[src/rtl/core/acg_pick.sv]
`default_nettype none
module acg_pick #(
	parameter int W  = 16,
	parameter int KW = 9
) (
	input  wire logic [W-1:0]         bits,
	input  wire logic [KW-1:0]        k,
	output logic                      hit,
	output logic [$clog2(W)-1:0]      off,
	output logic [$clog2(W+1)-1:0]    count
);
	localparam int PCW = $clog2(W + 1);
	localparam int XW  = (KW > PCW) ? KW : PCW;

	logic [XW-1:0] cnt;

	// Finds the set bit whose rank among the set bits of the slice equals k.
	always_comb begin
		cnt = '0;
		hit = 1'b0;
		off = '0;
		for (int i = 0; i < W; i++) begin
			if (bits[i]) begin
				if (!hit && cnt == XW'(k)) begin
					hit = 1'b1;
					off = ($clog2(W))'(i);
				end
				cnt = cnt + XW'(1);
			end
		end
		count = PCW'(cnt);
	end
endmodule
`default_nettype wire
[config.mk]
export PLATFORM = sky130hd
export DESIGN_NAME = acg_pick
export DESIGN_NICKNAME = d
export VERILOG_FILES = /design/src/rtl/core/acg_pick.sv
export SDC_FILE = /design/constraint.sdc
export NUM_CORES = 1
export LEC_CHECK = 0
export ABC_AREA = 1
export BUFFER_PORTS_ARGS = -buffer_cell sky130_fd_sc_hd__buf_2
export CAP_MARGIN = 20
export CELL_PAD_IN_SITES_DETAIL_PLACEMENT = 1
export CELL_PAD_IN_SITES_GLOBAL_PLACEMENT = 1
export CORE_MARGIN = 2
export CORE_UTILIZATION = 43
export DETAILED_ROUTE_END_ITERATION = 16
export PLACE_DENSITY_LB_ADDON = 0.3
export SETUP_SLACK_MARGIN = 0.3
export SLEW_MARGIN = 20
export SYNTH_ARGS = -nofsm -noshare
export SYNTH_HDL_FRONTEND = slang
export SYNTH_SLANG_ARGS = --single-unit
[constraint.sdc]
create_clock -name vclk -period 10.6
set_input_delay 0.53 -clock vclk [all_inputs]
set_output_delay 0.53 -clock vclk [all_outputs]
set_load 0.02 [all_outputs]
======== Word-level counts from Yosys, hierarchy flattened ========
Index checks and enable logic that the tools add are counted.
word-level totals
  register bits after elaboration ......... 0
  output and inout port bits .............. 10
  word-level logic and storage cells ...... 139
operators by class
  add/sub/neg operators ................... 15
  eq/ne operators ......................... 15
  muxes and demuxes ....................... 78
  reductions and logical operators ........ 31
operators with widths
  kind                                          number
  equality test 9 bit                           15
  adder 9 x 1 -> 9 bit (second input constant)  14
  two-way mux 9 bit                             14
  two-way mux 4 bit                             28
  two-way mux 1 bit                             35
  logical AND 1 bit                             15
  logical NOT 1 bit                             15
  logical NOT 9 bit                             1
  adder 5 x 1 -> 5 bit (second input constant)  1
  two-way mux 5 bit                             1

======== Logic depth before layout (Yosys ltp) ========
  word-level depth ........................ 63
  depth in mapped cells ................... 58
  depth with buffers taken out ............ 58

======== Worst setup path after synthesis ========
Ideal clock, no wire load.
  kind .................................... input to output
  start point ............................. input port bits[0]
  end point ............................... output port off[1]
  arrival time ............................ 8267 ps
  required time ........................... 10070 ps
  setup slack ............................. 1803 ps
  stages .................................. 55
  path through ............................ inv_1 > ha_1 > inv_1 > nand2_2 > nand2_1 > inv_1 > ha_1 > nand2_1 > nand2_4 > inv_1 > nand2_1 > nand2_1 > inv_1 > ha_1 > or2_2 > nand2_2 > inv_1 > ha_1 > (+19 left out) > ha_1 > nand2_1 > nand2_1 > ha_1 > nand2_1 > nand2_1 > ha_1 > or2_2 > o21ai_0 > xor2_1 > nand4_1 > nor2_1 > nand3_1 > nor2_1 > nand3_1 > nor2_1 > nand2_1 > nand3_1
between the ends
  word-level cells in the longest chain between the ends .. 61
  elaborated cells on any way between the ends .. 131
  classes of those cells .................. add/sub (14); eq/ne (15); mux (72); reduce/logical (30)
RTL lines
  element                                                        RTL line  RTL
  start: declaration                                             6         input wire logic [W-1:0] bits,
  branches (longest 60 deep; another with adder 9 x 1 -> 9 bit)  n/a
  two-way mux 4 bit (*)                                          23        if (bits[i]) begin
  end: declaration                                               9         output logic [$clog2(W)-1:0] off,
Every way passes the cells marked *.

======== Final worst setup path ========
  start point ............................. input port bits[1]
  end point ............................... output port off[3]
between the ends
  word-level cells in the longest chain between the ends .. 57
  elaborated cells on any way between the ends .. 122
  classes of those cells .................. add/sub (13); eq/ne (14); mux (67); reduce/logical (28)
RTL lines
  element                                                        RTL line
  branches (longest 56 deep; another with adder 9 x 1 -> 9 bit)  n/a
  two-way mux 4 bit (*)                                          23
Marked as above.

==> metrics.cfg <==
[place]
pre_cts_ws_ps = 835
place_congestion = 0.860
port_buffers = 35
place_hpwl_um = 10200

[pwr]
seqPwrFrac_pct = 0
p_clk_share_pct = 0
power_mw = 0.382
pwr-share-comb_pct = 100.0
p_leak_nw = 2.11
swShare_pct = 68.3
p_per_area_nw_per_um2 = 99.1
switchingPower_mw = 0.261
p_int_mw = 0.121
vdd_drop_max_v = 0.0000734

[logic_synthesis]
seq_area_frac_synth_pct = 0
syn-num-nets = 699
yosys_warnings = 0
syn_avg_cell_area_um2 = 5.38
syn-cell-area_um2 = 3550
yosysUniqueCellTypes = 44
synthCells = 660

[cts]
hold_buffers = 0

[routing]
routed_wirelength_um = 12200
via_per_inst = 5.44
ant_nets = 0
post_drt_wl_per_cell_um = 15.3
drc_errors = 0
vias = 4323
drtIter0Drc = 192
first_pass_iters = 5

[floorplanning]
coreArea_um2 = 8090
die_x_um = 94.9
die_area_um2 = 9000
start_util_pct = 43.9
die_y_um = 94.9
ios = 35
rows = 33

[layout]
n_antenna_cell = 0
register_area_um2 = 0
area_growth_pct = 8.45
drive_above_1_share_pct = 22.8
n_clock_buffer = 0
final_cell_mix = nand2_1, inv_1, nand3_1, nor2_1, nand2_2
final_common_cell = nand2_1
nNetsFinal = 730
fillers = 1240
flops_and_latches = 0
multiInputGateArea_um2 = 3130

[min_path]
hp-class = in -> out
min_path_cells = 3
holdCritStartpoint = bits[15]

[global_route]
grt_pass1_vias = 4303
grt_max_degree = 15
grt_pass1_wl_um = 20200
grt_overflow_total = 0
grt_util_all_layers_pct = 27.5
antenna_found_initial = 0

[critical_path]
crit_type = in -> out
worstSetupStartpointType = primary input
crit_slowest_cell = or2_2
cp.arrival_ps = 9080
end_kind = output port
cpPeakStageDelay_ps = 320
crit_fanout = 6
startpoint = bits[1]
crit_top_cell = nand2_1
critPathRequiredTime_ps = 10070

[outcome]
status = complete, no violations

[sta]
setup_violations = 0
min_period_over_period_pct = 90.7
worst_slew_pin_slew_ps = 500
max-slew-margin-rel_pct = 66.4
hold_ws_ps = 1450
rsz0062_at_grt = no
hold_viol = 0
slew_violations = 0
finalSetupTns_ps = 0
fmax_mhz = 104
period_minus_slack_ps = 9610
fin_ws_ps = 985

[run]
cap_violations = 0

[cell type report]
| type | count | share of cell area (%) |
|---|---|---|
| inverters | 112 | 10.9 |
| multi-input cells | 542 | 81.1 |
| well taps | 105 | 3.41 |
| repair buffers | 35 | 4.55 |
[cell usage after synthesis, types with 8 or more instances]
cell     count  area [um^2]
inv_2       12         45.0
a21oi_1     11         55.1
nor2_2       9         56.3
ha_1        14          175
nand4_1     17          106
inv_1       99          372
xor2_1      28          245
nand3_1     70          350
o21ai_0      8         40.0
nand2_2     40          250
nor3_1      19         95.1
nand2_1    172          646
nand2_4     15          169
nand3_2     28          280
nor2_1      65          244
[cell families after synthesis]
family / after synthesis / share of synthesized area (%)
AOI/OAI and AO/OA: 35 / 6.06
xor gates and xnor gates: 33 / 8.35
adders and majority gates: 14 / 4.93
buffers and inverters: 118 / 12.5
and+or+nand+nor: 460 / 68.2
[critical path: cells and delay by family]
kind / cells / cell delay, ps
adders and majority gates: 12 / 3340
buffers and inverters: 10 / 850
xor gates and xnor gates: 1 / 160
and+or+nand+nor: 33 / 4110
AOI/OAI and AO/OA: 1 / 90
[per-stage QoR]
stage,cell area (um^2),utilization (%),instances
2_1_floorplan,3550,-,660
6_report,3850,47.6,794
3_3_place_gp,3840,47.4,794
4_1_cts,3840,47.4,794
3_5_place_dp,3840,47.4,794
5_1_grt,3850,47.6,794
[path summary, 6_finish.rpt]
| path | slack (ps) | end |
|---|---|---|
| max | 990 | off[3] |
| min | 1450 | count[0] |
[layer usage]
layer  track usage (%)  up-vias  part of all wire [%]
met1              37.8     2051                    48
li1                  -     2180                     -
met5                 0        -                     0
met4              4.35        0                   1.6
met2              49.1       78                    48
met3             0.160       14                   3.3
[what timing repair did]
action                                  4_1_cts  5_1_grt
endpoints found under the setup margin        0        5
buffers inserted                              0        0
gates resized for setup                       0        4
[power groups by stage]
stage	Sequential (mW)	Combinational, mW	Clock, mW
floorplan	0	0.293	0
global placement	0	0.361	0
detailed placement	0	0.378	0
CTS	0	0.380	0
global route	0	0.432	0
finish	0	0.382	0
(Power assumes the default switching activity.)
