$ cat src/rtl/core/acg_modulo.sv
`default_nettype none
module acg_modulo #(
	parameter int DW = 9
) (
	input  wire logic          clk,
	input  wire logic          arst_n,
	input  wire logic          start,
	input  wire logic [31:0]   dividend,
	input  wire logic [DW-1:0] divisor,
	output logic               done,
	output logic [DW-1:0]      rem
);
	localparam int STEPS = 32;

	logic [31:0]   dvd_q;
	logic [DW-1:0] dsr_q;
	logic [DW-1:0] rem_q;
	logic [4:0]    cnt_q;
	logic          run_q;
	logic          done_q;
	logic [DW:0]   trial;
	logic          ge;
	logic [DW-1:0] nxt;

	// Restoring division, one quotient bit per cycle; only the remainder is kept.
	always_comb begin
		trial = {rem_q, dvd_q[31]};
		ge    = trial >= {1'b0, dsr_q};
		nxt   = ge ? DW'(trial - {1'b0, dsr_q}) : DW'(trial);
	end

	always_ff @(posedge clk or negedge arst_n) begin
		if (!arst_n) begin
			run_q  <= 1'b0;
			done_q <= 1'b0;
			cnt_q  <= '0;
		end else begin
			done_q <= run_q && (cnt_q == 5'(STEPS - 1));
			if (start) begin
				run_q <= 1'b1;
				cnt_q <= '0;
			end else if (run_q) begin
				cnt_q <= cnt_q + 5'd1;
				if (cnt_q == 5'(STEPS - 1)) run_q <= 1'b0;
			end
		end
	end

	always_ff @(posedge clk) begin
		if (start) begin
			dvd_q <= dividend;
			dsr_q <= divisor;
			rem_q <= '0;
		end else if (run_q) begin
			dvd_q <= {dvd_q[30:0], 1'b0};
			rem_q <= nxt;
		end
	end

	assign done = done_q;
	assign rem  = rem_q;
endmodule
`default_nettype wire

$ cat config.mk
export PLATFORM = sky130hd
export DESIGN_NAME = acg_modulo
export DESIGN_NICKNAME = d
export VERILOG_FILES = /design/src/rtl/core/acg_modulo.sv
export SDC_FILE = /design/constraint.sdc
export NUM_CORES = 1
export LEC_CHECK = 0
export ABC_AREA = 1
export BUFFER_PORTS_ARGS = -buffer_cell sky130_fd_sc_hd__buf_2
export CAP_MARGIN = 20
export CORE_ASPECT_RATIO = 1.5
export CORE_MARGIN = 1.5
export CORE_UTILIZATION = 36
export DETAILED_ROUTE_END_ITERATION = 8
export SLEW_MARGIN = 10
export SYNTH_ARGS = -nofsm -noshare
export SYNTH_HDL_FRONTEND = slang
export SYNTH_SLANG_ARGS = --single-unit
$ cat constraint.sdc
create_clock -name clk -period 1.7 [get_ports clk]
set_clock_uncertainty 0.05 [all_clocks]
set_input_delay 0.085 -clock clk [delete_from_list [all_inputs] [get_ports clk]]
set_output_delay 0.085 -clock clk [all_outputs]
set_load 0.03 [all_outputs]
=== Yosys cells after proc, flatten, opt, wreduce, memory -nomap -nowiden ===
Index checks and enable logic that the tools add are counted.

* Flip-flop bits (word level): 57
* Latch bits: 0
* Bits in writable memories: 0
* Memory bits (read-only): 0
* Output and inout bits: 10
* Logic and storage cells: 20
* Memories: 0

* Add/sub/neg operators: 2
* $mul: 0
* Div/mod/pow operators: 0
* $lt $le $gt $ge: 1
* Equality and inequality tests: 1
* Shift operators: 0
* Multiplexer cells: 8
* Bitwise logic cells: 0
* Reductions and logical operators: 2

{| class="wikitable"
|+ Operators with widths
! operator !! count
|-
| two-way mux 32 bit || 2
|-
| greater-or-equal comparator 10 x 9 -> 1 bit || 1
|-
| two-way mux 5 bit || 2
|-
| two-way mux 9 bit || 1
|-
| subtractor 9 bit || 1
|-
| adder 5 x 1 -> 5 bit, second input constant || 1
|-
| == test 5 bit, second input constant || 1
|-
| two-way mux 1 bit || 3
|-
| nonzero test 2 bit || 1
|-
| logical AND 1 bit || 1
|}

=== Longest topological paths before layout ===
* Depth after elaboration: 4
* Gate-level depth with buffers: 13
* Mapped depth without buffers: 13

=== Least setup slack after synthesis ===
OpenSTA, ideal clock, no wires.

* Path type: register to register
* Start: register dvd_q[31]
* End: register rem_q[1], in the netlist rem[1]
* Setup time: 0.113 ns
* Data arrival time: 1.617 ns
* Slack: -0.080 ns
* Stages on the path, launching flop included: 13
* Cell sequence: edfxtp_1 inv_1 ha_1 inv_1 fa_1 nand2_1 nand2_1 nand3b_2 nand2_2 nand2_4 nand3b_1 nand3_1 nand2_1

* Longest elaborated chain between the ends: 2
* Elaborated cells on any way between the ends: 3
* Classes of those cells: add/sub: 1; order compare: 1; mux: 1

{| class="wikitable"
|+ Ends and longest elaborated chain
! item !! line !! source
|-
| start: declaration || 15 || <nowiki>logic [31:0] dvd_q;</nowiki>
|-
| start signal: assignment || 51 || <nowiki>dvd_q <= dividend;</nowiki>
|-
| start signal: assignment || 55 || <nowiki>dvd_q <= {dvd_q[30:0], 1'b0};</nowiki>
|-
| subtractor 9 bit or greater-or-equal comparator 10 x 9 -> 1 bit (tied branches) || 29, 28 ||
|-
| two-way mux 9 bit (*) || 29 || <nowiki>nxt = ge ? DW'(trial - {1'b0, dsr_q}) : DW'(trial);</nowiki>
|-
| end signal: assignment || 56 || <nowiki>rem_q <= nxt;</nowiki>
|-
| end: declaration || 17 || <nowiki>logic [DW-1:0] rem_q;</nowiki>
|}

Every way passes the cells marked *; elsewhere a longest branch is shown, timed or not.
A chain may end at the register's enable or synchronous reset.

=== Final worst setup path ===
* Start: register dvd_q[31]
* End: register rem_q[6], in the netlist rem[6]

Same word-level chain as after synthesis.

==> impl_metrics.py <==
metrics = {
    "critical_path": {
        "end_kind": "flop",
        "cp.required_ps": 1870,
        "worst_path_largest_cell_delay_ps": 380,
        "path_max_fanout": 6,
        "crit_arrival_ps": 2010,
        "path_class": "reg -> reg",
        "worst_path_max_delay_cell": "edfxtp_1",
        "crit_chain": "inv_2 > ha_4 > inv_2 > fa_2 > nand2_2 > nand2_4 > nand3b_4 > nand2_4 > nand2_8 > nand3b_1 > nand3_1 > nand2_1",
        "critPathBufInv": 2,
        "critPathTopFamily": "simple AND/OR/NAND/NOR gates",
        "reg2reg_slack_ps": -140,
        "start_kind": "flop",
    },
    "synthesis": {
        "synthArstFlopShare_pct": 12.28,
        "syn_inst": 334,
        "synth-seq-cells": 57,
        "synth_area_sq_um": 2918,
        "avgSynthCellArea_sq_um": 8.736,
        "synth_ff_type": "edfxtp_1",
        "ys_warn_count": 0,
        "syn-num-nets": 390,
        "ys_types": 31,
        "synth_edf_count": 41,
        "synth_seq_area_share_pct": 54.37,
    },
    "finish": {
        "fill_cells": 702,
        "final_layout_size_suffix_gt1_share_pct": 27.35,
        "fin_cells": 562,
        "antenna_cells": 0,
        "ff_latch_area_sq_um": 1594,
        "fin_nets": 508,
        "multiInputGateArea_sq_um": 1271,
        "most-common-layout-cells": "149 x nand2_1, 53 x buf_2, 41 x edfxtp_1, 39 x dlygate4sd3_1, 31 x inv_1",
        "syn_to_final_growth_pct": 45.80,
        "final_area_sq_um": 4254,
        "final_common_cell": "nand2_1",
    },
    "clock_tree": {
        "htreeDepth": 3,
        "numClockSinks": 57,
        "cts-buffers-inserted": 9,
        "clk_pin_slew_worst_paths_ps": 50,
        "cts_root_buf": "clkbuf_16",
        "cts_tree": "yes",
        "insertion_delay_ps": 330,
        "cts_buffer_depth": 2,
    },
    "die": {
        "die_area_sq_um": 8665,
        "rows": 40,
        "initial_core_util_pct": 36.67,
        "dieHeight_microns": 113.3,
        "die_width_microns": 76.51,
        "core_sq_um": 7958,
        "ioPinCount": 54,
    },
    "timing": {
        "max_freq_mhz": 542.9,
        "setup_viol_count_final": 9,
        "hold_viol": 1,
        "slew_headroom_pct": 77.66,
        "layout_setup_ws_ps": -142.1,
        "fin_hold_ws_ps": -3.424,
        "slew_violations": 0,
        "min_period_over_period_pct": 108.4,
        "worst_pin_slew_ps": 335.2,
        "fin_crit_ps": 1842,
        "rsz0062_at_grt": "true",
    },
    "run": {
        "cap_violations": 0,
    },
    "global_routing": {
        "grt_pass1_vias": 2572,
        "overflow": 0,
        "grt_max_degree": 35,
        "grtUsageTotal_pct": 17.24,
        "antenna_found_initial": 0,
        "grt_pass1_wl_microns": 11500,
    },
    "routing": {
        "wl_per_cell_microns": 12.36,
        "drt-initial-drc-count": 114,
        "num_vias": 2547,
        "route.met3.wl_microns": 298,
        "top_layer": "met4",
        "drtAntennaViolNets": 0,
        "dr_wl_met2_microns": 3551,
        "wl_microns": 6945,
        "viasPerCell": 4.532,
        "firstDrtPassIters": 6,
        "route.detailed.drc": 0,
        "wl_met1_microns": 2855,
    },
    "pwr": {
        "leakagePower_nw": 2.123,
        "ir_worst_vdd_mv": 0.6921,
        "p_per_area_nw_per_um2": 1314,
    },
    "place": {
        "place_area_sq_um": 3463,
        "io_buffers": 53,
        "dp_cells": 502,
        "dp_slack_ps": -133.0,
        "dp_hpwl_microns": 4616,
        "routabilityCongestion": 0.8017,
    },
    "hold_path": {
        "hold_class": "in -> reg",
    },
    "status": {
        "status": "finished, violations left",
        "failed_checks": "hold timing, setup timing",
    },
}
==> per-layer routing <==
layer,track usage (%),up-vias
li1,-,1303
met1,19.05,1155
met2,30.24,67
met3,4.677,22
met4,8.765,0
met5,0,-
==> cells by family after synthesis <==
family	Yosys count	share of synthesized area [%]
flops	57	54.37
compound gates	8	1.501
buf+inv	43	6.003
simple gates	211	31.82
xor+xnor	3	0.9007
fa+ha+maj	12	5.403
==> final timing paths <==
path | startpoint | depth (start not counted) | end
min in group asynchronous | arst_n | 2 | cnt_q[4]
worst min register to register | rem[1] | 2 | rem[1]
worst max register to register | dvd_q[31] | 12 | rem[6]
worst min-delay path | dividend[26] | 3 | dvd_q[26]
worst max-delay path | dvd_q[31] | 12 | rem[6]
max in group asynchronous | arst_n | 2 | cnt_q[2]
==> tightest hold or removal path, stage by stage <==
cell and delay (ps):
buf_2 70, nand2_1 50, nand2_1 60
==> registers in the layout (all words and copies together), names as in the netlist <==
register and count:
rem 9, cnt_q 5, done 1, dsr_q 9, run_q 1, dvd_q 32
==> what timing repair did <==
item                                    in CTS  in global routing
gates cloned                                 1                  1
pin swaps                                    2                 17
buffers inserted                             1                  2
hold endpoints to repair                    45                  0
hold buffers                                39                  0
resized for setup                            2                 12
endpoints found under the setup margin       9                  9
==> synthesized netlist by cell type (2+ instances only) <==
master      n  area share (%)
edfxtp_1   41              42
nand2_1   156              20
nor3_1      4            0.69
nand2_2     6             1.3
o21ai_0     2            0.34
nor2_1     10             1.3
dfrtp_1     7             6.0
dfxtp_1     9             6.2
nand3b_1   10             2.6
a21oi_1     5            0.86
clkbuf_1    5            0.64
inv_1      33             4.2
nor2_2      2            0.43
ha_1       11             4.7
buf_2       2            0.34
xnor2_1     2            0.60
nand3_1    15             2.6
==> per-stage QoR <==
stage               utilization [%]  total power [W]  TNS (ps)
detailed placement            43.52         0.003591    -956.8
floorplan                         -         0.003061    -60.30
CTS                           52.31         0.005419    -885.8
finish                        53.46         0.005588     -1101
global placement              43.52         0.003565    -598.9
global route                  53.46         0.005923     -1932
==> report_power, final <==
group	total [W]	internal (W)	switching, W	leakage [nW]
clock	0.00171	0.00112	0.000587	0.138
combinational	0.00207	0.000908	0.00116	1.38
sequential	0.00181	0.00169	0.000117	0.607
total	0.00559	0.00372	0.00187	2.12
==> cell type report <==
cell class | count | area share (%)
multi-input cells | 236 | 29.88
clock buffers | 12 | 5.559
inverters | 33 | 2.912
repair buffers | 115 | 20.06
well taps | 105 | 3.088
clock inverters | 4 | 1.029
flip-flops and latches | 57 | 37.47
(Power assumes the default switching activity.)
